File: src/hdl/assert_macros.svh
// Assertion macros included by the top-level RTL file.
`ifndef ASSERT_MACROS_SVH
`define ASSERT_MACROS_SVH
`ifndef SYNTHESIS
`define ASSERT_IMPLIES(label, clk, rst_n, pre, post) \
  label: assert property (@(posedge clk) disable iff (!rst_n) (pre) |-> (post)) \
    else $error("assertion failed");
`define ASSERT_NEXT(label, clk, rst_n, pre, post) \
  label: assert property (@(posedge clk) disable iff (!rst_n) (pre) |=> (post)) \
    else $error("assertion failed");
`else
`define ASSERT_IMPLIES(label, clk, rst_n, pre, post)
`define ASSERT_NEXT(label, clk, rst_n, pre, post)
`endif
`endif

File: src/hdl/sbmp_pkg.sv
// Package with constants and tables of the spectrum bin magnitude and phase block.
package sbmp_pkg;
  localparam int SampleBitsDef  = 24;
  localparam int CordicStepsDef = 16;
  localparam int OutBits        = 26;
  localparam int AngBits        = 23;
  localparam int PhaseBits      = 16;
  localparam int InvGain        = 39797;
  localparam logic [1:0] ModeMag   = 2'd0;
  localparam logic [1:0] ModePhase = 2'd1;
  localparam logic [1:0] ModeDiff  = 2'd2;

  // Arctangent table, pi equals 2^20.
  function automatic logic [AngBits-1:0] atan_lut(input logic [4:0] idx);
    logic [AngBits-1:0] v;
    case (idx)
      5'd0: v = 23'd262144;  5'd1: v = 23'd154753; 5'd2: v = 23'd81767;
      5'd3: v = 23'd41506;   5'd4: v = 23'd20834;  5'd5: v = 23'd10427;
      5'd6: v = 23'd5215;    5'd7: v = 23'd2608;   5'd8: v = 23'd1304;
      5'd9: v = 23'd652;     5'd10: v = 23'd326;   5'd11: v = 23'd163;
      5'd12: v = 23'd81;     5'd13: v = 23'd41;    5'd14: v = 23'd20;
      5'd15: v = 23'd10;     5'd16: v = 23'd5;     5'd17: v = 23'd3;
      5'd18: v = 23'd1;      5'd19: v = 23'd1;
      default: v = '0;
    endcase
    return v;
  endfunction
endpackage

File: src/hdl/spectrum_bin_mag_phase_unwrap.sv
// Top level of the spectrum bin magnitude and phase block.
//
// Input channel in_*: one complex bin per transfer with a first-bin flag.
// Result channel out_*: one bin_value per input transfer, in order.
// Configuration port cfg_*: APB-style, register 0 (output_mode) at address 0;
// write it only while the block is idle.
// Each bin runs through an iterative CORDIC engine: a load, then CORDIC_STEPS
// rotation steps at one per cycle, then a multiply for the gain correction
// and a final state that unwraps, filters and registers the result.
// All rotation steps share a single shift-add unit; one item is in work at a
// time.
// Synchronous reset clears the mode, the phase memory and the filter memory.
// The result waits in the output register while the receiver stalls; the next
// input is taken meanwhile and its result holds in the engine until the
// output register frees.
module spectrum_bin_mag_phase_unwrap
  import sbmp_pkg::*;
#(
  parameter int SAMPLE_BITS  = SampleBitsDef,
  parameter int CORDIC_STEPS = CordicStepsDef
) (
  input  logic                          clk,
  input  logic                          rst_n,
  input  logic                          in_valid,
  output logic                          in_ready,
  input  logic signed [SAMPLE_BITS-1:0] in_bin_real,
  input  logic signed [SAMPLE_BITS-1:0] in_bin_imag,
  input  logic                          in_first_bin,
  output logic                          out_valid,
  input  logic                          out_ready,
  output logic signed [OutBits-1:0]     out_bin_value,
  input  logic                          cfg_psel,
  input  logic                          cfg_penable,
  input  logic                          cfg_pwrite,
  input  logic [2:0]                    cfg_paddr,
  input  logic [31:0]                   cfg_pwdata,
  output logic [31:0]                   cfg_prdata,
  output logic                          cfg_pready
);
  localparam int XW = SAMPLE_BITS + 3;
  localparam int CW = $clog2(CORDIC_STEPS + 1);

  typedef enum logic [3:0] {
    ST_IDLE = 4'b0001, ST_ITER = 4'b0010, ST_MUL = 4'b0100, ST_DONE = 4'b1000
  } state_t;

  state_t state_r, state_nxt;
  logic [1:0] mode_r;
  logic signed [XW-1:0] x_r, y_r;
  logic signed [AngBits-1:0] z_r;
  logic [CW-1:0] cnt_r;
  logic first_r, zero_r;
  logic signed [XW+17:0] prod_r;
  logic signed [17:0] prev_r;
  logic signed [18:0] dmem_r;
  logic signed [OutBits-1:0] out_r;
  logic out_valid_r;

  // Configuration register.
  assign cfg_pready = 1'b1;
  assign cfg_prdata = (cfg_paddr[2] == 1'b0) ? {30'd0, mode_r} : 32'd0;
  always_ff @(posedge clk) begin
    if (!rst_n) begin
      mode_r <= ModeMag;
    end else if (cfg_psel && cfg_penable && cfg_pwrite && cfg_paddr[2] == 1'b0) begin
      mode_r <= cfg_pwdata[1:0];
    end
  end

  assign in_ready = (state_r == ST_IDLE);

  // Rotation step shifts.
  logic signed [XW-1:0] dx, dy;
  assign dx = y_r >>> cnt_r;
  assign dy = x_r >>> cnt_r;

  // Raw phase, unwrap, filter, magnitude rounding and output selection.
  logic signed [AngBits-1:0] zr;
  logic signed [PhaseBits-1:0] raw;
  logic signed [17:0] rawx, d, unw;
  logic signed [18:0] diff;
  logic signed [XW+1:0] mag;
  logic signed [OutBits-1:0] res;
  always_comb begin
    zr   = (z_r + AngBits'(16)) >>> 5;
    raw  = zero_r ? '0 : zr[PhaseBits-1:0];
    rawx = 18'(raw);
    d    = rawx - prev_r;
    if (d > 18'sd32768) d = d - 18'sd65536;
    else if (d < -18'sd32768) d = d + 18'sd65536;
    unw  = first_r ? rawx : prev_r + d;
    diff = 19'(unw) - dmem_r;
    mag  = zero_r ? '0 : (XW+2)'((prod_r + (XW+18)'(32768)) >>> 16);
    case (mode_r)
      ModePhase: res = OutBits'(unw);
      ModeDiff:  res = OutBits'(diff);
      default: begin
        if (mag > (XW+2)'(33554431)) res = 26'sd33554431;
        else res = OutBits'(mag);
      end
    endcase
  end

  always_comb begin
    state_nxt = state_r;
    unique case (state_r)
      ST_IDLE: if (in_valid) state_nxt = ST_ITER;
      ST_ITER: if (cnt_r == CW'(CORDIC_STEPS - 1)) state_nxt = ST_MUL;
      ST_MUL:  state_nxt = ST_DONE;
      ST_DONE: if (!out_valid_r || out_ready) state_nxt = ST_IDLE;
      default: state_nxt = ST_IDLE;
    endcase
  end

  // Control state.
  always_ff @(posedge clk) begin
    if (!rst_n) begin
      state_r <= ST_IDLE;
      out_valid_r <= 1'b0;
      prev_r <= '0;
      dmem_r <= '0;
    end else begin
      state_r <= state_nxt;
      if (state_r == ST_DONE && (!out_valid_r || out_ready)) begin
        out_valid_r <= 1'b1;
        prev_r <= rawx;
        if (mode_r == ModeDiff) dmem_r <= 19'(unw);
      end else if (out_ready) begin
        out_valid_r <= 1'b0;
      end
    end
  end

  // CORDIC datapath.
  always_ff @(posedge clk) begin
    case (state_r)
      ST_IDLE: begin
        cnt_r <= '0;
        first_r <= in_first_bin;
        zero_r <= (in_bin_real == '0) && (in_bin_imag == '0);
        if (in_bin_real < 0) begin
          x_r <= -XW'(in_bin_real);
          y_r <= -XW'(in_bin_imag);
          z_r <= (in_bin_imag >= 0) ? AngBits'(1048576) : -AngBits'(1048576);
        end else begin
          x_r <= XW'(in_bin_real);
          y_r <= XW'(in_bin_imag);
          z_r <= '0;
        end
      end
      ST_ITER: begin
        cnt_r <= cnt_r + 1'b1;
        if (y_r > 0) begin
          x_r <= x_r + dx; y_r <= y_r - dy;
          z_r <= z_r + atan_lut(5'(cnt_r));
        end else begin
          x_r <= x_r - dx; y_r <= y_r + dy;
          z_r <= z_r - atan_lut(5'(cnt_r));
        end
      end
      ST_MUL: prod_r <= (XW+18)'(x_r) * (XW+18)'(InvGain);
      default: ;
    endcase
    if (state_r == ST_DONE && (!out_valid_r || out_ready)) out_r <= res;
  end

  assign out_valid = out_valid_r;
  assign out_bin_value = out_r;

`include "assert_macros.svh"
  `ASSERT_IMPLIES(a_ready_idle, clk, rst_n, in_ready, state_r == ST_IDLE)
  `ASSERT_NEXT(a_hold, clk, rst_n, out_valid_r && !out_ready, out_valid_r && $stable(out_r))
  `ASSERT_IMPLIES(a_cnt, clk, rst_n, state_r == ST_ITER, cnt_r < CW'(CORDIC_STEPS))
endmodule

File: config.mk
export PLATFORM = sky130hd
export DESIGN_NAME = spectrum_bin_mag_phase_unwrap
export DESIGN_NICKNAME = d
export VERILOG_FILES = /design/src/hdl/sbmp_pkg.sv /design/src/hdl/spectrum_bin_mag_phase_unwrap.sv
export VERILOG_INCLUDE_DIRS = /design/src /design/src/hdl
export SDC_FILE = /design/constraint.sdc
export NUM_CORES = 2
export LEC_CHECK = 0
export BUFFER_PORTS_ARGS = -buffer_cell sky130_fd_sc_hd__buf_2
export CORE_MARGIN = 2
export CORE_UTILIZATION = 58
export CTS_CLUSTER_DIAMETER = 150
export DETAILED_ROUTE_END_ITERATION = 10
export GPL_TIMING_DRIVEN = 0
export PLACE_DENSITY = 0.88
export SLEW_MARGIN = 20
export SYNTH_ARGS = -nofsm -noshare
export SYNTH_HDL_FRONTEND = slang
export SYNTH_SLANG_ARGS = --single-unit
File: constraint.sdc
create_clock -name clk -period 6.4 [get_ports clk]
set_input_delay 0.32 -clock clk [delete_from_list [all_inputs] [get_ports clk]]
set_output_delay 0.32 -clock clk [all_outputs]
set_load 0.05 [all_outputs]
# Word-level counts from Yosys, hierarchy flattened
# Memories as Yosys holds them, arrays and structs flattened. A register that Yosys moved wholly into a read port is not among the register bits.
# Cells that the tools add are included.
# W data, S select, Z words.
dict set report word_totals {
  out_inout_bits 61
  input_bits 91
  mem_bits_ro 1216
  memories 2
  word_cells 95
  regBits 196
}
# memory words word_bits read_ports rd_ports_with_merged_regs write_ports line
set memory_table {}
lappend memory_table {{(name not given)} 32 19 1 1 0 sbmp_pkg.sv:16} ;# case (idx)
lappend memory_table {{(name not given)} 32 19 1 1 0 sbmp_pkg.sv:16}
dict set report op_classes {
  muxes 31
  eq_ne 10
  add_sub_neg 16
  n_reduce_logical 13
  magnitude_cmp 6
  shift 2
  n_bitwise 1
  mul 1
}
# operator count
set ops {}
lappend ops {{$mux W23} 7}
lappend ops {{$mux W27} 4}
lappend ops {{$pmux W27 S2} 2}
lappend ops {{$add A27 B27 Y27} 2}
lappend ops {{$mux W18} 3}
lappend ops {{$neg A24 Y27} 2}
lappend ops {{$sshr A27 B5 Y27} 2}
lappend ops {{$sub A27 B27 Y27} 2}
lappend ops {{$pmux W26 S2} 1}
lappend ops {{$logic_not A24 Y1} 2}
lappend ops {{$pmux W23 S2} 1}
lappend ops {{$add A45 B17 Y45 const B} 1}
lappend ops {{$mul A27 B17 Y44 const B} 1}
lappend ops {{$gt A29 B26 Y1 const B} 1}
lappend ops {{$mux W29} 1}
lappend ops {{$gt A27 B1 Y1 const B} 1}
lappend ops {{$mux W26} 1}
lappend ops {{$ge A24 B1 Y1 const B} 1}
lappend ops {{$lt A24 B1 Y1 const B} 1}
lappend ops {{$add A23 B23 Y23} 1}
lappend ops {{$sub A23 B23 Y23} 1}
lappend ops {{$add A21 B6 Y21 const B} 1}
lappend ops {{$sub A18 B18 Y19} 1}
lappend ops {{$add A16 B18 Y18} 1}
lappend ops {{28 further kinds} 39}

# Longest topological paths before layout
dict set report depth {
  depth_word 10
  ltp_mapped 32
}

# Least setup slack after synthesis
# Ideal clock, no wire load.
dict set report synth_path {
  path_type {register to register}
  start {reg x_r[7]}
  end {reg prod_r[43] (data pin)}
  required_ns 6.141
  arrival_ns 5.890
  path_stages_with_launch 22
  n_path_buf 0
  setup_slack_ns 0.251
  setup_ns 0.259
  cell_sequence {edfxtp_1 -> ha_1 -> fa_1 -> inv_1 -> fa_1 -> inv_1 -> fa_1 -> inv_1 -> fa_1 -> inv_1 -> fa_1 -> ha_1 -> nand3_1 -> o211a_1 -> and3_1 -> o31ai_1 -> a221o_1 -> a41oi_1 -> o31ai_1 -> a21oi_1 -> nor2_1 -> xnor2_1}
}
dict set report synth_via {
  elab_chain_len 1
}
# item line
set synth_lines {}
lappend synth_lines {{from (decl)} spectrum_bin_mag_phase_unwrap.sv:49} ;# logic signed [XW-1:0] x_r, y_r;
lappend synth_lines {{from (signal assigned)} spectrum_bin_mag_phase_unwrap.sv:142} ;# x_r <= -XW'(in_bin_real);
lappend synth_lines {{from (signal assigned)} spectrum_bin_mag_phase_unwrap.sv:146} ;# x_r <= XW'(in_bin_real);
lappend synth_lines {{from (signal assigned)} spectrum_bin_mag_phase_unwrap.sv:154} ;# x_r <= x_r + dx; y_r <= y_r - dy;
lappend synth_lines {{$mul A27 B17 Y44} spectrum_bin_mag_phase_unwrap.sv:161} ;# ST_MUL: prod_r <= (XW+18)'(x_r) * (XW+18)'(InvGain);
lappend synth_lines {{to (signal assigned)} spectrum_bin_mag_phase_unwrap.sv:161}
lappend synth_lines {{to (decl)} spectrum_bin_mag_phase_unwrap.sv:53} ;# logic signed [XW+17:0] prod_r;
# Every way passes these cells.
# A chain may end at the register's enable or synchronous reset.

# Worst setup path after layout
dict set report layout_path {
  start {reg z_r[5]}
  end {reg out_r[15] (netlist: out_bin_value[15]) (data pin)}
}
dict set report layout_via {
  elab_chain_len 10
  word_cells_on_any_way 13
  cone_classes {add/sub (6); order compare (2); mux (5)}
}
# item line
set layout_lines {}
lappend layout_lines {{from (decl)} spectrum_bin_mag_phase_unwrap.sv:50} ;# logic signed [AngBits-1:0] z_r;
lappend layout_lines {{from (signal assigned)} spectrum_bin_mag_phase_unwrap.sv:144} ;# z_r <= (in_bin_imag >= 0) ? AngBits'(1048576) : -AngBits'(1048576);
lappend layout_lines {{from (signal assigned)} spectrum_bin_mag_phase_unwrap.sv:155} ;# z_r <= z_r + atan_lut(5'(cnt_r));
lappend layout_lines {{from (signal assigned)} spectrum_bin_mag_phase_unwrap.sv:158} ;# z_r <= z_r - atan_lut(5'(cnt_r));
lappend layout_lines {{$add A21 B6 Y21 (*)} spectrum_bin_mag_phase_unwrap.sv:85} ;# zr = (z_r + AngBits'(16)) >>> 5;
lappend layout_lines {{$mux W16 (*)} spectrum_bin_mag_phase_unwrap.sv:86} ;# raw = zero_r ? '0 : zr[PhaseBits-1:0];
lappend layout_lines {{via raw[5]} spectrum_bin_mag_phase_unwrap.sv:79} ;# logic signed [PhaseBits-1:0] raw;
lappend layout_lines {{$sub A16 B16 Y17 (*)} spectrum_bin_mag_phase_unwrap.sv:88} ;# d = rawx - prev_r;
lappend layout_lines {{$add A17 B18 Y18 or $lt A17 B16 Y1 (tied branches)} spectrum_bin_mag_phase_unwrap.sv:90} ;# else if (d < -18'sd32768) d = d + 18'sd65536;
lappend layout_lines {{$mux W18} spectrum_bin_mag_phase_unwrap.sv:90}
lappend layout_lines {{$mux W18 (*)} spectrum_bin_mag_phase_unwrap.sv:89} ;# if (d > 18'sd32768) d = d - 18'sd65536;
lappend layout_lines {{$add A16 B18 Y18 (*)} spectrum_bin_mag_phase_unwrap.sv:91} ;# unw = first_r ? rawx : prev_r + d;
lappend layout_lines {{$mux W18 (*)} spectrum_bin_mag_phase_unwrap.sv:91}
lappend layout_lines {{via unw[10]} spectrum_bin_mag_phase_unwrap.sv:80} ;# logic signed [17:0] rawx, d, unw;
lappend layout_lines {{$sub A18 B18 Y19 (*)} spectrum_bin_mag_phase_unwrap.sv:92} ;# diff = 19'(unw) - dmem_r;
lappend layout_lines {{$pmux W26 S2 (*)} spectrum_bin_mag_phase_unwrap.sv:94} ;# case (mode_r)
lappend layout_lines {{via res[15]} spectrum_bin_mag_phase_unwrap.sv:83} ;# logic signed [OutBits-1:0] res;
lappend layout_lines {{to (signal assigned)} spectrum_bin_mag_phase_unwrap.sv:164} ;# if (state_r == ST_DONE && (!out_valid_r || out_ready)) out_r <= res;
lappend layout_lines {{to (decl)} spectrum_bin_mag_phase_unwrap.sv:56} ;# logic signed [OutBits-1:0] out_r;
# Mark *: on every way through the listed nets, which the timed path passes. The rest lies on a longest branch.

==> flow_summary.json <==
{
  "min_path_type": "primary input to flop",
  "yosysUniqueCellTypes": 101,
  "insertion_delay_ns": 0.52,
  "synth_compound_area_frac": 0.157,
  "dp_hpwl_um": 68600,
  "layout.nets": 4122,
  "synth_top_cell_by_area": "fa_1",
  "h-tree-depth": 4,
  "slowest_delay_ns": 0.57,
  "wl_per_cell_um": 22.1,
  "cp_cell_sequence": "ha_4 -> nand2_1 -> o21ai_1 -> a21oi_4 -> ha_1 -> or2_2 -> o311a_1 -> or3_1 -> and2_1 -> ha_1 -> a21oi_1 -> o21a_1 -> o21ai_0 -> xnor2_1 -> o21ai_0 -> ha_1 -> a21o_1 -> a21o_1 -> a21oi_1 -> o211ai_1 -> nand2_1 -> xnor2_1 -> a221oi_1 -> nor2_1",
  "dp.cells": 4036,
  "viasPerCell": 6.33,
  "finalNonFillerCells": 4173,
  "areaGrowthSynthToFinish_pct": 12.3,
  "cts_inserted_buffers": 17,
  "rows": 81,
  "cap_violations": 0,
  "hold_ws_ns": 0.0627,
  "setup_violations": 0,
  "synth-simple-area-share": 0.147,
  "r2r_start": "z_r[5]",
  "grt_pass1_vias": 25800,
  "dr.first_iter.drc_count": 3216,
  "overflow": 0,
  "worstSetupStartpoint": "z_r[5]",
  "io_pins": 152,
  "rsz0062_at_grt": "yes",
  "clock.fmax_mhz": 157,
  "whs_path_depth": 3,
  "ant_nets": 0,
  "drc_errors": 0,
  "vias": 26400,
  "initial_core_util": 0.589,
  "gp_congestion": 1.03,
  "worstReg2RegEnd": "out_bin_value[15]",
  "cts-root-buf": "clkbuf_16",
  "layout-drive-gt1-share": 0.144,
  "syn-instance-count": 3247,
  "cp_slowest_cell": "o21ai_0",
  "drt_pass1_iterations": 8,
  "status": "completed",
  "hold_end": "mode_r[0]",
  "fp.coreArea_mm2": 0.0492,
  "routed_wirelength_um": 92200,
  "antenna_found_initial": 1,
  "muxShareOfSynthArea": 0.0686,
  "drv_slew": 0,
  "critPathKind": "flop to flop",
  "path_max_fanout": 5,
  "dieWidth_um": 227,
  "ys_seq_area_frac": 0.184,
  "synth_area_leaders": "fa_1 (15%), edfxtp_1 (14%), ha_1 (14%), inv_1 (5.4%), xnor2_1 (4.6%)",
  "finClkSkew_ns": 0.0152,
  "syn_area_per_cell_um2": 8.92,
  "max-slew-margin-rel": 0.162,
  "die_y_um": 227,
  "synth_edf_count": 137,
  "portBuffers": 88,
  "cts.sink_count": 197,
  "grtUsageTotal": 0.350,
  "die_area_mm2": 0.0517,
  "synth_top_family_by_area": "adder cells",
  "crit_path_end_kind": "flop",
  "clk_pin_slew_ns": 0.09,
  "start_kind": "flop",
  "min_period_ns": 6.38,
  "synthArstFlopShare": 0,
  "r2r_slack_ns": 0.02,
  "syn_area_mm2": 0.0290,
  "finalHoldViolations": 0,
  "grt_pass1_wl_um": 138000,
  "min_period_over_period": 0.996,
  "worstMarginPinSlew_ns": 1.25,
  "ctsLongestPathBuffers": 2,
  "synth-seq-cells": 197,
  "yosys.area.top_type_share": 0.149,
  "crit_required_ns": 6.65,
  "cts_tree": "built",
  "synth_fa_ha_area_frac": 0.287,
  "grt_max_degree": 46,
  "yosys_warnings": 0,
  "r2r_cells": 24,
  "arrival_ns": 6.63,
  "synthXorXnorAreaFrac": 0.0780,
  "cpMostUsedCell": "ha_1",
  "synth-main-ff-cell": "edfxtp_1",
  "hp-start": "cfg_pwdata[0]"
}
## cell usage in the layout, fill, tap and decap left out, drive strengths merged, types with 29 or more instances in the layout
cell    netlist  final
a21boi       31     31
a21o         56     56
a21oi       203    203
and3         29     29
buf          60    261
clkbuf       71     90
conb          2     31
dfxtp        60     60
edfxtp      137    137
fa          215    215
ha          321    321
inv         416    421
mux2i        31     31
mux4         60     60
nand2       239    239
nand2b       32     32
nand3        70     70
nor2        289    289
nor3         44     44
o21a         30     30
o21ai       170    170
o31ai        30     30
xnor2       152    152
xor2        105    105
## how the worst max path moves through the flow
stage / endpoint / cells past startpoint
finish: out_bin_value[15] / 24
global route: prod_r[39] / 22
CTS: prod_r[43] / 23
detailed placement: out_bin_value[25] / 28
global placement: out_bin_value[25] / 28
floorplan: prod_r[43] / 21
## synthesized netlist by cell type, drive strengths merged (11+ instances only)
library cell,number
or2,13
a221oi,20
inv,416
nand4,20
mux2,25
o22ai,11
dfxtp,60
ha,321
and3,29
a21o,56
mux2i,31
xor2,105
and2,24
mux4,60
a211oi,18
nand2b,32
a21oi,203
nor3b,20
nor2b,23
o211ai,21
o41ai,13
edfxtp,137
or3,25
nor3,44
xnor2,152
buf,60
nand3,70
o21a,30
fa,215
o31ai,30
a31oi,25
nor4,17
o21bai,14
nor2,289
nand2,239
clkbuf,71
o21ai,170
a21boi,31
## sequential cells by signal, indices dropped and copies added (netlist names), named ones only
name           count
cnt_r              5
x_r               27
prod_r            29
dmem_r            18
z_r               21
mode_r             2
out_valid          1
zero_r             1
y_r               27
first_r            1
prev_r            16
state_r            4
out_bin_value     26
## worst max-delay path: cells and delay by family, from the launching register on
kind | cells | cell delay, ns
AOI/OAI and AO/OA | 12 | 3.06
xor gates and xnor gates | 2 | 0.20
and+or+nand+nor | 6 | 1.20
DFF | 1 | 0.47
adders and majority gates | 4 | 1.17
## layer usage
metal | global-route usage | share of wire | vias up
met5 | 0 | 0.00014 | -
met4 | 0.201 | 0.063 | 2
met3 | 0.0950 | 0.10 | 386
met2 | 0.561 | 0.46 | 1645
met1 | 0.426 | 0.37 | 12600
li1 | - | - | 11800
## cell families after synthesis
group,Yosys count
and+or+nand+nor,882
AOI/OAI and AO/OA,709
buffers and inverters,548
adders and majority gates,536
xor gates and xnor gates,257
DFF,197
muxes,116
other,2
## per-stage QoR
step | worst slack (ns) | util | instance area, µm² | TNS (ns)
finish | 0.0243 | 0.662 | 32500 | 0
global route | -0.115 | 0.662 | 32500 | -0.629
CTS | -0.00698 | 0.647 | 31800 | -0.00698
detailed placement | -0.963 | 0.619 | 30400 | -19.47
global placement | -0.872 | 0.617 | 30300 | -23.44
floorplan | 0.251 | - | 29100 | 0
## layout make-up
class | count | area, µm²
Inverter | 417 | 1570
Fill cell | 3705 | 16600
Clock inverter | 11 | 133
Timing Repair Buffer | 203 | 1370
Sequential cell | 197 | 5320
Antenna cell | 1 | 2.50
Clock buffer | 21 | 462
Buffer | 128 | 738
Multi-Input combinational cell | 2531 | 22100
Tap cell | 664 | 831
## what timing repair did
| action | in CTS | in global routing |
|---|---|---|
| endpoints found under the hold margin | 1 | 0 |
| setup endpoints to repair | 43 | 38 |
| gates resized for setup | 56 | 98 |
| hold buffers | 1 | 0 |
| pin swaps | 15 | 45 |
| setup buffers | 73 | 33 |
Power is not shown: default switching activity piles up to over one toggle a cycle in this logic, so the estimate is an artifact.
